## src/sv/xcpf_pkg.sv

```systemverilog
// shared types, constants and helpers for the xor checked packet framer
`default_nettype none

package xcpf_pkg;

	// sizing limits
	localparam int MAX_PREAMBLE    = 8;
	localparam int MAX_SEGMENTS    = 8;
	localparam int MAX_SEGMENT_LEN = 64;
	localparam int LENGTH_BITS     = 20;

	// register field widths
	localparam int SEG_LEN_W = 7;
	localparam int SEG_CNT_W = 4;
	localparam int PRE_LEN_W = 4;
	localparam int PRE_WORD_W = 64;

	// position counter widths
	localparam int PPOS_W = $clog2(MAX_PREAMBLE);
	localparam int SPOS_W = $clog2(MAX_SEGMENTS);
	localparam int BPOS_W = $clog2(MAX_SEGMENT_LEN);

	localparam logic [7:0] FULL_BYTE = 8'hFF;

	// configuration register indexes
	localparam int CFG_IDX_W = 3;
	localparam logic [CFG_IDX_W-1:0] REG_FILE_LENGTH   = 3'd0;
	localparam logic [CFG_IDX_W-1:0] REG_SEGMENT_LEN   = 3'd1;
	localparam logic [CFG_IDX_W-1:0] REG_SEGMENT_COUNT = 3'd2;
	localparam logic [CFG_IDX_W-1:0] REG_PREAMBLE_LEN  = 3'd3;
	localparam logic [CFG_IDX_W-1:0] REG_PREAMBLE_WORD = 3'd4;

	typedef enum logic [3:0] {
		PH_PRE  = 4'b0001,
		PH_PAY  = 4'b0010,
		PH_CHK  = 4'b0100,
		PH_DONE = 4'b1000
	} phase_t;

	typedef struct packed {
		logic [LENGTH_BITS-1:0] file_length;
		logic [SEG_LEN_W-1:0]   segment_len;
		logic [SEG_CNT_W-1:0]   segment_count;
		logic [PRE_LEN_W-1:0]   preamble_len;
		logic [PRE_WORD_W-1:0]  preamble_word;
	} cfg_t;

	typedef struct packed {
		logic [7:0] out_byte;
		logic       took_data;
		logic       in_header;
		logic       last;
		logic       error;
	} res_t;

	// clamp helpers for the live register values
	function automatic logic [SEG_LEN_W-1:0] eff_seg_len(input logic [SEG_LEN_W-1:0] v);
		logic [SEG_LEN_W-1:0] r;
		r = v;
		if (v == '0)
			r = SEG_LEN_W'(1);
		else if (v > SEG_LEN_W'(MAX_SEGMENT_LEN))
			r = SEG_LEN_W'(MAX_SEGMENT_LEN);
		return r;
	endfunction

	function automatic logic [SEG_CNT_W-1:0] eff_seg_count(input logic [SEG_CNT_W-1:0] v);
		logic [SEG_CNT_W-1:0] r;
		r = v;
		if (v == '0)
			r = SEG_CNT_W'(1);
		else if (v > SEG_CNT_W'(MAX_SEGMENTS))
			r = SEG_CNT_W'(MAX_SEGMENTS);
		return r;
	endfunction

	function automatic logic [PRE_LEN_W-1:0] eff_preamble(input logic [PRE_LEN_W-1:0] v);
		logic [PRE_LEN_W-1:0] r;
		r = v;
		if (v > PRE_LEN_W'(MAX_PREAMBLE))
			r = PRE_LEN_W'(MAX_PREAMBLE);
		return r;
	endfunction

endpackage

`default_nettype wire

```

## src/sv/xcpf_engine.sv

```systemverilog
// framing state, checksum store and the per-byte next-state logic
`default_nettype none

module xcpf_engine
	import xcpf_pkg::*;
(
	input  wire logic       clk,
	input  wire logic       arst_n,
	input  wire logic       step,
	input  wire logic [7:0] data_byte,
	input  wire cfg_t       cfg,
	output res_t            res
);

	logic                   started_q;
	phase_t                 phase_q;
	logic                   hdr_q;
	logic [PPOS_W-1:0]      pp_q;
	logic [SPOS_W-1:0]      sp_q;
	logic [BPOS_W-1:0]      bp_q;
	logic [7:0]             xor_q;
	logic [LENGTH_BITS-1:0] hrem_q;
	logic [LENGTH_BITS-1:0] file_q;
	logic [7:0]             store_q [MAX_SEGMENTS];

	logic                   n_started;
	phase_t                 n_phase;
	logic                   n_hdr;
	logic [PPOS_W-1:0]      n_pp;
	logic [SPOS_W-1:0]      n_sp;
	logic [BPOS_W-1:0]      n_bp;
	logic [7:0]             n_xor;
	logic [LENGTH_BITS-1:0] n_hrem;
	logic [LENGTH_BITS-1:0] n_file;

	logic                   wr_en;
	logic [SPOS_W-1:0]      wr_addr;
	logic [7:0]             wr_data;

	logic [PRE_LEN_W-1:0]   eff_pre;
	logic [SEG_LEN_W-1:0]   eff_sl;
	logic [SEG_CNT_W-1:0]   eff_sc;
	logic [PRE_LEN_W-1:0]   pp1;
	logic [SEG_LEN_W-1:0]   bp1;
	logic [SEG_CNT_W-1:0]   sp1;

	assign eff_pre = eff_preamble(cfg.preamble_len);
	assign eff_sl  = eff_seg_len(cfg.segment_len);
	assign eff_sc  = eff_seg_count(cfg.segment_count);

	always_comb begin
		res       = '0;
		n_started = started_q;
		n_phase   = phase_q;
		n_hdr     = hdr_q;
		n_pp      = pp_q;
		n_sp      = sp_q;
		n_bp      = bp_q;
		n_xor     = xor_q;
		n_hrem    = hrem_q;
		n_file    = file_q;
		wr_en     = 1'b0;
		wr_addr   = sp_q;
		wr_data   = '0;
		pp1       = '0;
		bp1       = '0;
		sp1       = '0;

		if (!started_q && cfg.file_length == '0) begin
			res.error = 1'b1;
		end else begin
			// latch the length on the first byte
			if (!started_q) begin
				n_started = 1'b1;
				n_phase   = PH_PRE;
				n_hdr     = 1'b1;
				n_pp      = '0;
				n_sp      = '0;
				n_bp      = '0;
				n_xor     = '0;
				n_hrem    = cfg.file_length;
				n_file    = cfg.file_length;
			end

			if (n_phase != PH_DONE) begin
				if (n_phase == PH_PRE && PRE_LEN_W'(n_pp) >= eff_pre) begin
					n_phase = PH_PAY;
					n_pp    = '0;
				end
				res.in_header = n_hdr;

				unique case (n_phase)
					PH_PRE: begin
						res.out_byte = cfg.preamble_word[{n_pp, 3'b000} +: 8];
						pp1 = PRE_LEN_W'(n_pp) + PRE_LEN_W'(1);
						if (pp1 >= eff_pre) begin
							n_phase = PH_PAY;
							n_pp    = '0;
						end else begin
							n_pp = pp1[PPOS_W-1:0];
						end
					end
					PH_PAY: begin
						if (n_hdr) begin
							// length as runs of 255 and any nonzero remainder byte
							if (n_hrem != '0) begin
								if (n_hrem >= LENGTH_BITS'(FULL_BYTE)) begin
									res.out_byte = FULL_BYTE;
									n_hrem = n_hrem - LENGTH_BITS'(FULL_BYTE);
								end else begin
									res.out_byte = n_hrem[7:0];
									n_hrem = '0;
								end
							end
						end else if (n_file != '0) begin
							res.out_byte  = data_byte;
							res.took_data = 1'b1;
							n_file = n_file - LENGTH_BITS'(1);
						end
						n_xor = n_xor ^ res.out_byte;
						bp1 = SEG_LEN_W'(n_bp) + SEG_LEN_W'(1);
						if (bp1 >= eff_sl) begin
							wr_en   = 1'b1;
							wr_addr = n_sp;
							wr_data = n_hdr ? ~n_xor : n_xor;
							n_xor   = '0;
							n_bp    = '0;
							sp1 = SEG_CNT_W'(n_sp) + SEG_CNT_W'(1);
							if (sp1 >= eff_sc) begin
								n_phase = PH_CHK;
								n_sp    = '0;
							end else begin
								n_sp = sp1[SPOS_W-1:0];
							end
						end else begin
							n_bp = bp1[BPOS_W-1:0];
						end
					end
					PH_CHK: begin
						res.out_byte = store_q[n_sp];
						sp1 = SEG_CNT_W'(n_sp) + SEG_CNT_W'(1);
						if (sp1 >= eff_sc) begin
							n_sp  = '0;
							n_bp  = '0;
							n_xor = '0;
							n_pp  = '0;
							if (n_hdr) begin
								if (n_hrem == '0)
									n_hdr = 1'b0;
								n_phase = PH_PRE;
							end else if (n_file != '0) begin
								n_phase = PH_PRE;
							end else begin
								n_phase  = PH_DONE;
								res.last = 1'b1;
							end
						end else begin
							n_sp = sp1[SPOS_W-1:0];
						end
					end
					default: ;
				endcase
			end
		end
	end

	always_ff @(posedge clk or negedge arst_n) begin
		if (!arst_n) begin
			started_q <= 1'b0;
			phase_q   <= PH_PRE;
			hdr_q     <= 1'b1;
			pp_q      <= '0;
			sp_q      <= '0;
			bp_q      <= '0;
			xor_q     <= '0;
			hrem_q    <= '0;
			file_q    <= '0;
		end else if (step) begin
			started_q <= n_started;
			phase_q   <= n_phase;
			hdr_q     <= n_hdr;
			pp_q      <= n_pp;
			sp_q      <= n_sp;
			bp_q      <= n_bp;
			xor_q     <= n_xor;
			hrem_q    <= n_hrem;
			file_q    <= n_file;
		end
	end

	// segment checksums, valid only once written
	always_ff @(posedge clk) begin
		if (step && wr_en)
			store_q[wr_addr] <= wr_data;
	end

endmodule

`default_nettype wire

```

## src/sv/xor_checked_packet_framer_core.sv

```systemverilog
// top level of the xor checked packet framer: ports, registers, skid and result stages
`default_nettype none

// Pull-driven transmit framer. Every transfer on the input stream asks for one
// stream byte and returns exactly one result transfer. The first request latches
// file_length; header packets then carry the length as 255-valued bytes and any
// nonzero remainder byte, and data packets carry the file bytes. Each packet is
// the preamble, segment_count segments of segment_len bytes (zero padded once
// the file runs out), then one xor checksum per segment, inverted in header
// packets. The offered data byte is consumed only when took_data comes back set;
// otherwise the source must offer the same byte again. A zero file_length gives
// a result with error set and nothing else. After the byte flagged last, every
// result is all zero until reset. The block takes one request per clock cycle
// while the result stream is not stalled; a request passes the input register,
// then the result register. The rate is set by the combinational update of the
// framing counters, length subtract and running xor. The user writes configuration
// only while the block is idle (not enforced); the write channel is always ready.
module xor_checked_packet_framer_core
	import xcpf_pkg::*;
(
	input  wire logic                  clk,
	input  wire logic                  arst_n,
	// request stream
	input  wire logic                  s_tvalid,
	output logic                       s_tready,
	input  wire logic [7:0]            s_tdata,   // [7:0] data_byte
	// result stream
	output logic                       m_tvalid,
	input  wire logic                  m_tready,
	output logic [15:0]                m_tdata,   // [7:0] out_byte, [8] took_data, [9] error
	output logic                       m_tuser,   // [0] in_header
	output logic                       m_tlast,   // last byte of the transmission
	// configuration writes
	input  wire logic                  cfg_valid,
	output logic                       cfg_ready,
	input  wire logic [CFG_IDX_W-1:0]  cfg_index,
	input  wire logic [PRE_WORD_W-1:0] cfg_data
);

	cfg_t       cfg_q;
	logic       v_s1;
	logic [7:0] data_s1;
	logic       v_s2;
	res_t       res_s2;
	res_t       eng_res;
	logic       adv;

	// configuration registers
	assign cfg_ready = 1'b1;

	always_ff @(posedge clk or negedge arst_n) begin
		if (!arst_n) begin
			cfg_q.file_length   <= LENGTH_BITS'(1);
			cfg_q.segment_len   <= SEG_LEN_W'(8);
			cfg_q.segment_count <= SEG_CNT_W'(1);
			cfg_q.preamble_len  <= '0;
			cfg_q.preamble_word <= '0;
		end else if (cfg_valid && cfg_ready) begin
			unique case (cfg_index)
				REG_FILE_LENGTH:   cfg_q.file_length   <= cfg_data[LENGTH_BITS-1:0];
				REG_SEGMENT_LEN:   cfg_q.segment_len   <= cfg_data[SEG_LEN_W-1:0];
				REG_SEGMENT_COUNT: cfg_q.segment_count <= cfg_data[SEG_CNT_W-1:0];
				REG_PREAMBLE_LEN:  cfg_q.preamble_len  <= cfg_data[PRE_LEN_W-1:0];
				REG_PREAMBLE_WORD: cfg_q.preamble_word <= cfg_data;
				default: ;
			endcase
		end
	end

	// the held request moves into the engine when the result stage has room
	assign adv      = v_s1 && (!v_s2 || m_tready);
	assign s_tready = !v_s1 || adv;

	always_ff @(posedge clk or negedge arst_n) begin
		if (!arst_n)
			v_s1 <= 1'b0;
		else if (s_tready)
			v_s1 <= s_tvalid;
	end

	always_ff @(posedge clk) begin
		if (s_tvalid && s_tready)
			data_s1 <= s_tdata;
	end

	xcpf_engine u_engine (
		.clk       (clk),
		.arst_n    (arst_n),
		.step      (adv),
		.data_byte (data_s1),
		.cfg       (cfg_q),
		.res       (eng_res)
	);

	// result register
	always_ff @(posedge clk or negedge arst_n) begin
		if (!arst_n)
			v_s2 <= 1'b0;
		else if (adv)
			v_s2 <= 1'b1;
		else if (m_tready)
			v_s2 <= 1'b0;
	end

	always_ff @(posedge clk) begin
		if (adv)
			res_s2 <= eng_res;
	end

	assign m_tvalid = v_s2;
	assign m_tdata  = {6'b0, res_s2.error, res_s2.took_data, res_s2.out_byte};
	assign m_tuser  = res_s2.in_header;
	assign m_tlast  = res_s2.last;

	// a held request with a blocked result stage stays put
	a_s1_hold: assert property (@(posedge clk) disable iff (!arst_n)
		v_s1 && v_s2 && !m_tready |=> v_s1 && $stable(data_s1))
		else $error("held request lost while result stage blocked");

	// a result only shows up after the engine stepped
	a_s2_source: assert property (@(posedge clk) disable iff (!arst_n)
		$rose(v_s2) |-> $past(adv))
		else $error("result valid without an engine step");

	// file bytes are never taken inside header packets or on an error
	a_took_clean: assert property (@(posedge clk) disable iff (!arst_n)
		adv && eng_res.took_data |-> !eng_res.in_header && !eng_res.error)
		else $error("data taken in header packet or on error");

	// an error result carries nothing else
	a_err_clean: assert property (@(posedge clk) disable iff (!arst_n)
		adv && eng_res.error |-> eng_res.out_byte == 8'h00 && !eng_res.last)
		else $error("error result with payload");

endmodule

`default_nettype wire
```

## config.mk

```make
export PLATFORM = sky130hd
export DESIGN_NAME = xor_checked_packet_framer_core
export DESIGN_NICKNAME = d
export VERILOG_FILES = /design/src/sv/xcpf_pkg.sv /design/src/sv/xcpf_engine.sv /design/src/sv/xor_checked_packet_framer_core.sv
export SDC_FILE = /design/constraint.sdc
export NUM_CORES = 1
export LEC_CHECK = 0
export BUFFER_PORTS_ARGS = -buffer_cell sky130_fd_sc_hd__buf_2
export CELL_PAD_IN_SITES_DETAIL_PLACEMENT = 1
export CELL_PAD_IN_SITES_GLOBAL_PLACEMENT = 1
export CORE_MARGIN = 8
export CORE_UTILIZATION = 53
export DETAILED_ROUTE_END_ITERATION = 8
export PLACE_DENSITY = 0.86
export SLEW_MARGIN = 10
export SYNTH_ARGS = -nofsm -noshare
export SYNTH_HDL_FRONTEND = slang
export SYNTH_SLANG_ARGS = --single-unit
```

## constraint.sdc

```tcl
create_clock -name clk -period 8.5 [get_ports clk]
set_clock_uncertainty 0.05 [all_clocks]
set_input_delay 0.425 -clock clk [delete_from_list [all_inputs] [get_ports clk]]
set_output_delay 0.425 -clock clk [all_outputs]
set_load 0.01 [all_outputs]
```

==> run summary, run 1 <==
Detail Route Antenna Nets: 0
initial core utilization: 53.5%
Critical Path AT: 6.08 ns
max-capacitance violation count: 0
routed len/inst: 29.2 µm
post-synthesis async set-or-reset flop share: 66.5%
crit path time final: 5.66 ns
Clock Latency Late Sink: 0.57 ns
Via-to-Cell Ratio: 6.77
crit-path max FO: 50
Finished Cell Area: 0.0156 mm²
Residual DRC: 0
Final Power: 4.57 mW
number of global-route vias before repair: 12275
Hold Path Class: in2reg
# port buffers: 93
mapped cell area: 0.0138 mm²
first-pass GRT wire length: 75.8 mm
final setup fails: 0
drt initial violations: 1200
Mean Syn Cell Area: 11.1 µm²
GR Overflow Total: 0
flops & latches, synth: 251
share of post-route cells with drive strength above 1: 24.1%
Worst-Margin Slew: 1.13 ns
via count: 11433
CTS buffer count: 27
YS warnings: 0
Root Driver: clkbuf_16
power per cell area: 294 mW/mm²
post-DP HPWL: 31.6 mm
Pins Over Slew Limit: 0
setup total negative slack: 0 ns
Max rail drop VDD: 214 µV
part of the Yosys area used for sequential elements: 48.5%
final period utilization: 66.6%
total global-route track usage: 31.4%
number of I/O pins: 101
startpoint class of the critical path: flop
clk slew on worst S/H paths: 0.07 ns
Core Footprint: 0.0258 mm²
CTS Buffer Depth: 3
Finished Layout Cells: 1688
leak pwr: 6.33 nW
status: complete, no violations
Post-DP Area: 0.0145 mm²
Clock Sinks: 251
Rows: 59
Slew HR: 24.6%
final core occ: 60.2%
Syn-to-layout area delta: 12.4%
placed cells: 1627
H-tree levels: 1
routability cong.: 0.914
Die Ht: 178 µm
CP required: 8.92 ns
drt first pass iters: 5
Mapped Cells: 1250
fmax: 177 MHz
Crit Path Class: reg2reg
CTS resizes: 0
Primary FF master, synth: dfrtp_1
EDFF count, synth: 84
Die Wd: 178 µm
initial antenna violation count: 1
Final nets: 1434
CTS tree: done
RSZ-0062 raised after global routing: false
Distinct cells, synth: 90
Hold Violations, Final: 0
die footprint: 0.0315 mm²
largest net degree at the start of global routing: 84
Post-Route WL: 49.3 mm
crit path capture type: flop
==> cells in the mapped netlist, types with 13 or more instances <==
| library cell | instances | area (µm²) |
|---|---|---|
| nand3_1 | 31 | 155 |
| mux4_2 | 23 | 518 |
| nor2b_1 | 14 | 87.6 |
| xor2_1 | 21 | 184 |
| a31oi_1 | 15 | 93.8 |
| and2_1 | 15 | 93.8 |
| nor3_1 | 27 | 135 |
| o21ai_0 | 45 | 225 |
| xnor2_1 | 19 | 166 |
| clkbuf_1 | 45 | 169 |
| a21oi_1 | 58 | 290 |
| buf_2 | 15 | 75.1 |
| nor2_1 | 72 | 270 |
| buf_4 | 15 | 113 |
| nand2b_1 | 19 | 119 |
| mux2i_1 | 37 | 370 |
| nand4_1 | 20 | 125 |
| ha_1 | 24 | 300 |
| or3_1 | 13 | 81.3 |
| inv_1 | 13 | 48.8 |
| nand2_1 | 154 | 578 |
| dfrtp_1 | 162 | 4050 |
| edfxtp_1 | 84 | 2520 |
| mux2_2 | 102 | 1150 |
==> logic make-up (layout without fill, tap and decap cells) <==
kind of cell	after synthesis	in the layout	share of synthesized area [%]
AOI/OAI and AO/OA	250	250	12.8
xor gates and xnor gates	40	40	2.53
adders and majority gates	24	24	2.17
buffers and inverters	93	189	3.23
DFF	251	251	48.5
muxes	163	163	14.8
other	2	9	0.0543
and+or+nand+nor	427	427	15.9
==> cells in the final DEF, fill, tap and decap left out, drive strengths merged, types with 7 or more instances in the layout <==
cell type    Yosys  routed
o21ai           53      53
mux2i           38      38
conb             2       7
edfxtp          84      84
ha              24      24
xor2            21      21
and2            15      15
mux4            23      23
nand2b          19      19
nor2b           14      14
clkbuf          45      34
clkinv           1      10
nand2          154     154
dlygate4sd3      0       9
nor2            72      72
dfrtp          162     162
xnor2           19      19
nor4             9       9
a221o           11      11
and3             8       8
or3             13      13
o22ai            7       7
a211oi          11      11
a31oi           15      15
inv             14      17
buf             33     115
a21o             9       9
a22o             9       9
nand4           20      20
a21oi           62      62
nand3b           9       9
mux2           102     102
nand3           32      32
nor3            27      27
a221oi          10      10
nor3b            8       8
o221ai           8       8
==> routing by layer <==
metal | routed length, µm | part of all wire, % | track usage, %
met5 | 0 | 0 | 0
met4 | 2570 | 5.2 | 15.9
met3 | 3740 | 7.6 | 5.81
met2 | 24500 | 50 | 52.7
met1 | 18500 | 37 | 38.1
==> cell type report <==
class,count,area (µm²)
diodes,2,5.00
clock buffers,34,742
clock inverters,16,175
fillers,2707,10300
inverters,15,56.3
multi-input cells,911,6720
flip-flops and latches,251,6710
well taps,335,419
repair buffers,124,727
==> power by group <==
part           total (mW)  internal [mW]  switching, mW
Sequential           1.77           1.48          0.283
Combinational        1.53          0.606          0.927
Clock                1.27          0.715          0.553
Total                4.57           2.81           1.76
==> worst max-delay path: stages (launching register included) <==
cell and delay, ns:
dfrtp_4 0.81, buf_4 0.61, nand2_1 0.24, inv_1 0.20, ha_1 0.29, a21oi_1 0.24
o21ai_1 0.27, a21oi_1 0.70, buf_4 0.33, ha_1 0.26, nand2b_1 0.14, a21o_1 0.19
a21o_1 0.19, a21oi_1 0.24, nor2b_1 0.38, a221oi_1 0.15, nor2_1 0.22
==> state kept, by name, summed over array words and instances (netlist names), 3 cells and up <==
register	count
cfg_q	99
u_engine.store_q	64
u_engine.file_q	20
u_engine.hrem_q	20
m_tdata	10
data_s1	8
u_engine.xor_q	8
u_engine.bp_q	6
u_engine.phase_q	4
u_engine.pp_q	3
u_engine.sp_q	3
==> through the flow <==
stage          setup WS [ns]  hold WS (ns)
2_1_floorplan           3.72        0.0794
3_3_place_gp            3.68         0.416
3_5_place_dp            3.43         0.429
4_1_cts                 3.14       0.00754
5_1_grt                 2.65        0.0315
6_report                2.84        0.0151
==> final timing paths <==
kind,endpoint,cells past startpoint,startpoint,slack (ns)
setup / recovery,u_engine.pp_q[2],16,u_engine.started_q,2.84
hold / removal,v_s1,2,s_tvalid,0.02
setup reg to reg,u_engine.pp_q[2],16,u_engine.started_q,2.84
hold reg to reg,u_engine.file_q[19],2,u_engine.file_q[19],0.44
max in group asynchronous,u_engine.bp_q[0],4,arst_n,6.08
min in group asynchronous,u_engine.hrem_q[14],2,arst_n,0.43
==> what timing repair did <==
| action | in CTS | in global routing |
|---|---|---|
| hold buffers | 9 | 0 |
| hold endpoints to repair | 90 | 0 |
| setup endpoints to repair | 0 | 0 |
| setup buffers | 0 | 0 |
Power figures use the tool's default switching activity.
==> run 2: changes to the inputs <==
--- a/config.mk
+++ b/config.mk
@@ -9,9 +9,9 @@
 export CELL_PAD_IN_SITES_DETAIL_PLACEMENT = 1
 export CELL_PAD_IN_SITES_GLOBAL_PLACEMENT = 1
 export CORE_MARGIN = 8
-export CORE_UTILIZATION = 53
+export CORE_UTILIZATION = 49
 export DETAILED_ROUTE_END_ITERATION = 8
-export PLACE_DENSITY = 0.86
+export PLACE_DENSITY = 0.81
 export SLEW_MARGIN = 10
 export SYNTH_ARGS = -nofsm -noshare
 export SYNTH_HDL_FRONTEND = slang
==> constraint.sdc (replaced) <==
create_clock -name clk -period 5.9 [get_ports clk]
set_clock_uncertainty 0.05 [all_clocks]
set_input_delay 0.295 -clock clk [delete_from_list [all_inputs] [get_ports clk]]
set_output_delay 0.295 -clock clk [all_outputs]
set_load 0.01 [all_outputs]
==> run summary, run 2 (synthesis gave the netlist of run 1 again) <==
status: complete, no violations
final period utilization: 80.7% (+14 points)
Pins Over Slew Limit: 0 (unchanged)
Top delay family on crit path: buffers and inverters
drt first pass iters: 5 (unchanged)
Worst R2R Setup Slack: 1.14 ns (-1.69 ns)
leak pwr: 6.64 nW (+4.9%)
area of the multi-input gates: 0.00672 mm² (unchanged)
Reg with most FFs: cfg_q
clk slew on worst S/H paths: 0.07 ns (about the same)
placed cells: 1674 (+2.9%)
fmax: 210 MHz (+19%)
Detail Route Antenna Nets: 0 (unchanged)
H-tree levels: 1 (unchanged)
Final nets: 1498 (+4.5%)
power per cell area: 421 mW/mm² (+43%)
Residual DRC: 0 (unchanged)
met2 usage: 52.7% (about the same)
Clock Sinks: 251 (unchanged)
Hold Violations, Final: 0 (unchanged)
via count: 11900 (+4.1%)
Max rail drop VDD: 282 µV (+32%)
CTS Buffer Depth: 3 (unchanged)
Finished Layout Cells: 1798 (+6.5%)
total global-route track usage: 30.6% (-0.70 points)
startpoint class of the critical path: flop
Crit Path Class: reg2reg
crit-path max FO: 59 (+18%)
commonest non-fill, non-tap cell in the layout: dfrtp_1
# port buffers: 93 (unchanged)
Post-DP Area: 0.0146 mm² (+0.58%)
most frequent cells in the layout: dfrtp_1, nand2_1, mux2_2, buf_2, edfxtp_1
critical path cell sequence: buf_4 > buf_4 > or3b_1 > o2bb2ai_2 > a2111oi_4 > buf_4 > a211oi_1 > a21oi_1 > xor2_1 > nor2_1
CTS buffer count: 28 (+3.7%)
initial core utilization: 49.8% (-3.7 points)
Finished Cell Area: 0.0164 mm² (+5.2%)
Final Power: 6.90 mW (+51%)
crit path capture type: flop
Die Wd: 184 µm (+3.6%)
routed len/inst: 29.4 µm (+0.73%)
max reg flops: 99 (unchanged)
Slew HR: 29.0% (+4.4 points)
crit path launch: u_engine.started_q
Critical Path AT: 5.00 ns (-1.08 ns)
Via-to-Cell Ratio: 6.62 (-2.3%)
routability cong.: 0.883 (-3.4%)
Root Driver: clkbuf_16
Worst R2R Path Depth: 10 (-6)
Worst-Margin Slew: 1.06 ns (-0.0654 ns)
number of I/O pins: 101 (unchanged)
Rows: 61 (+3.4%)
Hold Worst Slack: 0.0172 ns (+0.00204 ns)
Core Footprint: 0.0278 mm² (+7.5%)
Syn-to-layout area delta: 18.3%
post-DP HPWL: 31.0 mm (-1.8%)
Clock Latency Late Sink: 0.59 ns (+0.02 ns)
slowest stage delay, CP: 0.88 ns (+0.07 ns)
GR Layer Usage met1: 36.4% (-1.8 points)
setup total negative slack: 0 ns (unchanged)
RSZ-0062 raised after global routing: false
Regs by FF count: cfg_q: 99 flops, u_engine.store_q: 64 flops
CP required: 6.14 ns (-2.78 ns)
Post-Route WL: 52.9 mm (+7.3%)
GRT met3 Usage: 5.36% (-0.45 points)
first-pass GRT wire length: 79.4 mm (+4.8%)
initial antenna violation count: 5 (+4)
die footprint: 0.0339 mm² (+7.4%)
max-capacitance violation count: 0 (unchanged)
Hold Path Class: in2reg
grt peak-use layer: met2
critical path buffer and inverter count: 3 (unchanged)
GR Overflow Total: 0 (unchanged)
crit path to: u_engine.store_q[3][7]
worst reg2reg endpoint: u_engine.store_q[3][7]
crit path time final: 4.76 ns (-0.905 ns)
Fillers: 2943 (+8.7%)
drt initial violations: 1251 (+4.3%)
Critical Path Stages: 10 (-6)
Die Ht: 184 µm (+3.6%)
largest net degree at the start of global routing: 65 (-23%)
reg-to-reg startpoint: u_engine.started_q
most used cell, CP: buf_4
share of post-route cells with drive strength above 1: 23.4% (-0.75 points)
number of global-route vias before repair: 12577 (+2.5%)
Slowest cell on crit path: dfrtp_4
final setup fails: 0 (unchanged)
CTS tree: done
post-CTS setup buffer count: 0 (unchanged)
FF/Latch Area: 0.00671 mm² (unchanged)
run 2: cell count changes in the layout (fill, tap and decap cells not counted), moves of 2 or more:
| cell | change |
|---|---|
| buf_4 | +4 |
| bufinv_16 | +5 |
| clkbuf_8 | -4 |
| clkinv_1 | +2 |
| clkinv_2 | -3 |
| clkinv_4 | +2 |
| diode_2 | +2 |
| dlygate4sd3_1 | +59 |
run 2: final cells by class:
class	count	share of cell area [%]
multi-input combinational	911	41.0
clock buffer	30	4.33
tap	378	2.89
clock inverter	22	2.09
antenna	4	0.0612
sequential	251	41.0
inverter	15	0.344
timing repair buffer	187	8.23
run 2: per-stage QoR:
step	utilization (%)	setup slack, ns
floorplan	-	1.12
global placement	52.6	1.56
detailed placement	52.6	1.37
CTS	58.9	1.33
global route	58.9	0.928
finish	58.9	1.14
run 2: worst min path at each step:
stage	endpoint	slack, ns	depth (start not counted)	from
floorplan	cfg_q[0]	-0.05	0	arst_n
global placement	u_engine.hrem_q[12]	0.29	1	arst_n
detailed placement	u_engine.hrem_q[12]	0.29	1	arst_n
CTS	cfg_q[11]	0.006	2	cfg_data[11]
global route	cfg_q[11]	0.01	2	cfg_data[11]
finish	cfg_q[8]	0.02	2	cfg_data[8]
run 2: timing repair:
action,4_1_cts,5_1_grt
hold endpoints to repair,141,0
resized for setup,0,0
hold buffers,68,0
run 2: routing by layer:
metal / vias up / wire length (µm)
met5: - / 34
met1: 6048 / 19700
met3: 234 / 3570
li1: 4947 / -
met4: 6 / 3390
met2: 665 / 26200
run 2: worst register-to-register path, stage by stage (launching register included):
cell	delay, ns
dfrtp_4	0.88
buf_4	0.47
buf_4	0.50
or3b_1	0.45
o2bb2ai_2	0.24
a2111oi_4	0.56
buf_4	0.32
a211oi_1	0.15
a21oi_1	0.23
xor2_1	0.13
nor2_1	0.50
run 2: power breakdown:
group	total [mW]	internal [mW]	switching [mW]
registers	2.56	2.14	0.420
logic	2.28	0.900	1.38
clock network	2.06	1.23	0.835
==> run 3: changes to the inputs <==
--- a/config.mk
+++ b/config.mk
@@ -9,9 +9,9 @@
 export CELL_PAD_IN_SITES_DETAIL_PLACEMENT = 1
 export CELL_PAD_IN_SITES_GLOBAL_PLACEMENT = 1
 export CORE_MARGIN = 8
-export CORE_UTILIZATION = 49
+export CORE_UTILIZATION = 44
 export DETAILED_ROUTE_END_ITERATION = 8
-export PLACE_DENSITY = 0.81
+export PLACE_DENSITY = 0.76
 export SLEW_MARGIN = 10
 export SYNTH_ARGS = -nofsm -noshare
 export SYNTH_HDL_FRONTEND = slang
==> constraint.sdc (replaced) <==
create_clock -name clk -period 3.85 [get_ports clk]
set_clock_uncertainty 0.05 [all_clocks]
set_input_delay 0.1925 -clock clk [delete_from_list [all_inputs] [get_ports clk]]
set_output_delay 0.1925 -clock clk [all_outputs]
set_load 0.01 [all_outputs]
==> run summary, run 3 (synthesis gave the netlist of run 1 again) <==
status: complete, no violations
max-capacitance violation count: 0 (unchanged)
Sw Share: 37.6% (-0.56 points)
number of global-route vias before repair: 12415 (-1.3%)
die footprint: 0.0374 mm² (+10%)
total global-route track usage: 25.3% (-5.4 points)
share of post-route cells with drive strength above 1: 26.4% (+3.0 points)
clk slew on worst S/H paths: 0.07 ns (about the same)
Post-DP Area: 0.0150 mm² (+2.6%)
most frequent cells in the layout: dfrtp_1, nand2_1, mux2_2, buf_2, edfxtp_1
number of I/O pins: 101 (unchanged)
Detail Route Antenna Nets: 0 (unchanged)
Fillers: 3340 (+13%)
Pins Over Slew Limit: 0 (unchanged)
Via-to-Cell Ratio: 6.11 (-7.7%)
Post-Route WL: 48.4 mm (-8.6%)
slowest stage delay, CP: 0.57 ns (-0.31 ns)
commonest non-fill, non-tap cell in the layout: dfrtp_1
routability cong.: 0.889 (+0.78%)
final core occ: 53.5% (-5.4 points)
startpoint class of the critical path: flop
crit path time final: 3.71 ns (-1.05 ns)
FF/Latch Area: 0.00671 mm² (unchanged)
GR Overflow Total: 0 (unchanged)
Residual DRC: 0 (unchanged)
Max rail drop VDD: 398 µV (+41%)
Slowest cell on crit path: a2111o_1
Pint: 6.29 mW (+47%)
Worst-Margin Slew: 1.20 ns (+0.137 ns)
Switch Pwr: 3.79 mW (+44%)
fmax: 270 MHz (+28%)
Final nets: 1538 (+2.7%)
Crit Path Class: reg2reg
Regs by FF count: cfg_q: 99 flops, u_engine.store_q: 64 flops
Hold Violations, Final: 0 (unchanged)
CTS tree: done
drt initial violations: 995 (-20%)
Hold Path Class: in2reg
largest net degree at the start of global routing: 84 (+29%)
max reg flops: 99 (unchanged)
via count: 11363 (-4.5%)
crit-path max FO: 19 (-68%)
Finished Cell Area: 0.0167 mm² (+2.0%)
Clock Sinks: 251 (unchanged)
Rows: 65 (+6.6%)
Die Ht: 193 µm (+5.0%)
clock network power share: 26.8% (-3.1 points)
RSZ-0062 raised after global routing: false
Comb pwr share: 35.2% (+2.2 points)
first-pass GRT wire length: 75.2 mm (-5.3%)
most used cell, CP: nand2_1
final period utilization: 96.3% (+16 points)
drt first pass iters: 5 (unchanged)
CTS buffer count: 29 (+3.6%)
Syn-to-layout area delta: 20.7%
routed len/inst: 26.0 µm (-12%)
H-tree levels: 1 (unchanged)
post-DP HPWL: 32.1 mm (+3.6%)
crit path capture type: flop
Reg with most FFs: cfg_q
Die Wd: 193 µm (+5.0%)
Root Driver: clkbuf_16
final setup fails: 0 (unchanged)
Core Footprint: 0.0312 mm² (+12%)
Clock Latency Late Sink: 0.58 ns (about the same)
Slew HR: 19.5% (-9.5 points)
Sequential Power Share: 38.0% (+0.9 points)
CTS Buffer Depth: 3 (unchanged)
power per cell area: 604 mW/mm² (+43%)
area of the multi-input gates: 0.00683 mm² (+1.7%)
# port buffers: 93 (unchanged)
post-CTS setup buffer count: 0 (unchanged)
setup total negative slack: 0 ns (unchanged)
initial antenna violation count: 3 (-2)
Critical Path AT: 3.96 ns (-1.04 ns)
critical path cell sequence: buf_4 > mux2i_1 > inv_1 > ha_1 > nand4b_1 > nand2_1 > a2111o_1 > nor2_1 > o22ai_1 > a221oi_1 > nand2_1
CP required: 4.10 ns (-2.04 ns)
initial core utilization: 44.3% (-5.5 points)
leak pwr: 6.79 nW (+2.2%)
run 3: cell types whose count changed in the layout (fill, tap and decap cells not counted), sizes merged:
cell and delta:
buf +32, bufinv -7, dlygate4sd3 +7, clkbuf +6, inv +3, diode -2
run 3: through the flow:
step	worst slack [ns]	hold WS, ns	total power, mW	cells
floorplan	-0.0360	-0.153	5.97	1255
global placement	0.145	0.219	7.02	1730
detailed placement	0.168	0.225	7.19	1730
CTS	0.0920	0.0247	9.98	1859
global route	0.000659	0.0128	10.5	1861
finish	0.142	0.0323	10.1	1861
run 3: what timing repair did:
item	in CTS	in global routing
resized for setup	0	7
hold buffers	75	0
endpoints found under the setup margin	0	28
endpoints found under the hold margin	162	0
run 3: worst paths after layout:
path / from / to / slack (ns) / cells past startpoint
max: u_engine.started_q / m_tdata[7] / 0.14 / 11
min: cfg_data[2] / cfg_q[66] / 0.03 / 2
max reg2reg: u_engine.started_q / m_tdata[7] / 0.14 / 11
min reg2reg: v_s1 / m_tvalid / 0.45 / 1
max in group asynchronous: arst_n / cfg_q[68] / 2.52 / 3
min in group asynchronous: arst_n / u_engine.hrem_q[14] / 0.17 / 2
run 3: final cells by class:
class | instances | area share [%]
well taps | 402 | 3.01
diodes | 2 | 0.0300
inverters | 15 | 0.337
clock buffers | 36 | 4.62
flip-flops and latches | 251 | 40.2
clock inverters | 18 | 0.869
multi-input cells | 911 | 40.9
repair buffers | 226 | 10.0
run 3: metal layers:
metal	global-route usage [%]	wire, µm	vias up
li1	-	-	5032
met1	31.0	19500	5791
met2	43.3	23900	401
met3	3.61	2530	137
met4	12.5	2460	2
met5	0	13	-
run 3: worst max-delay path: cells and delay by family, from the launching register on:
family                   cells  cell delay (ns)
adder cells (fa/ha/maj)      1             0.25
AO/OA/AOI/OAI                3             1.25
multiplexers                 1             0.30
flip-flops                   1             0.54
buffers and inverters        2             0.37
AND/OR/NAND/NOR              4             0.68
run 3: power groups by stage:
stage / clock (mW) / combinational [mW] / sequential [mW]
after global routing: 2.82 / 3.83 / 3.87
after CTS: 2.72 / 3.46 / 3.80
after global placement: 0 / 3.21 / 3.81
final: 2.70 / 3.55 / 3.83
after detailed placement: 0 / 3.35 / 3.84
after floorplan: 0 / 2.36 / 3.60
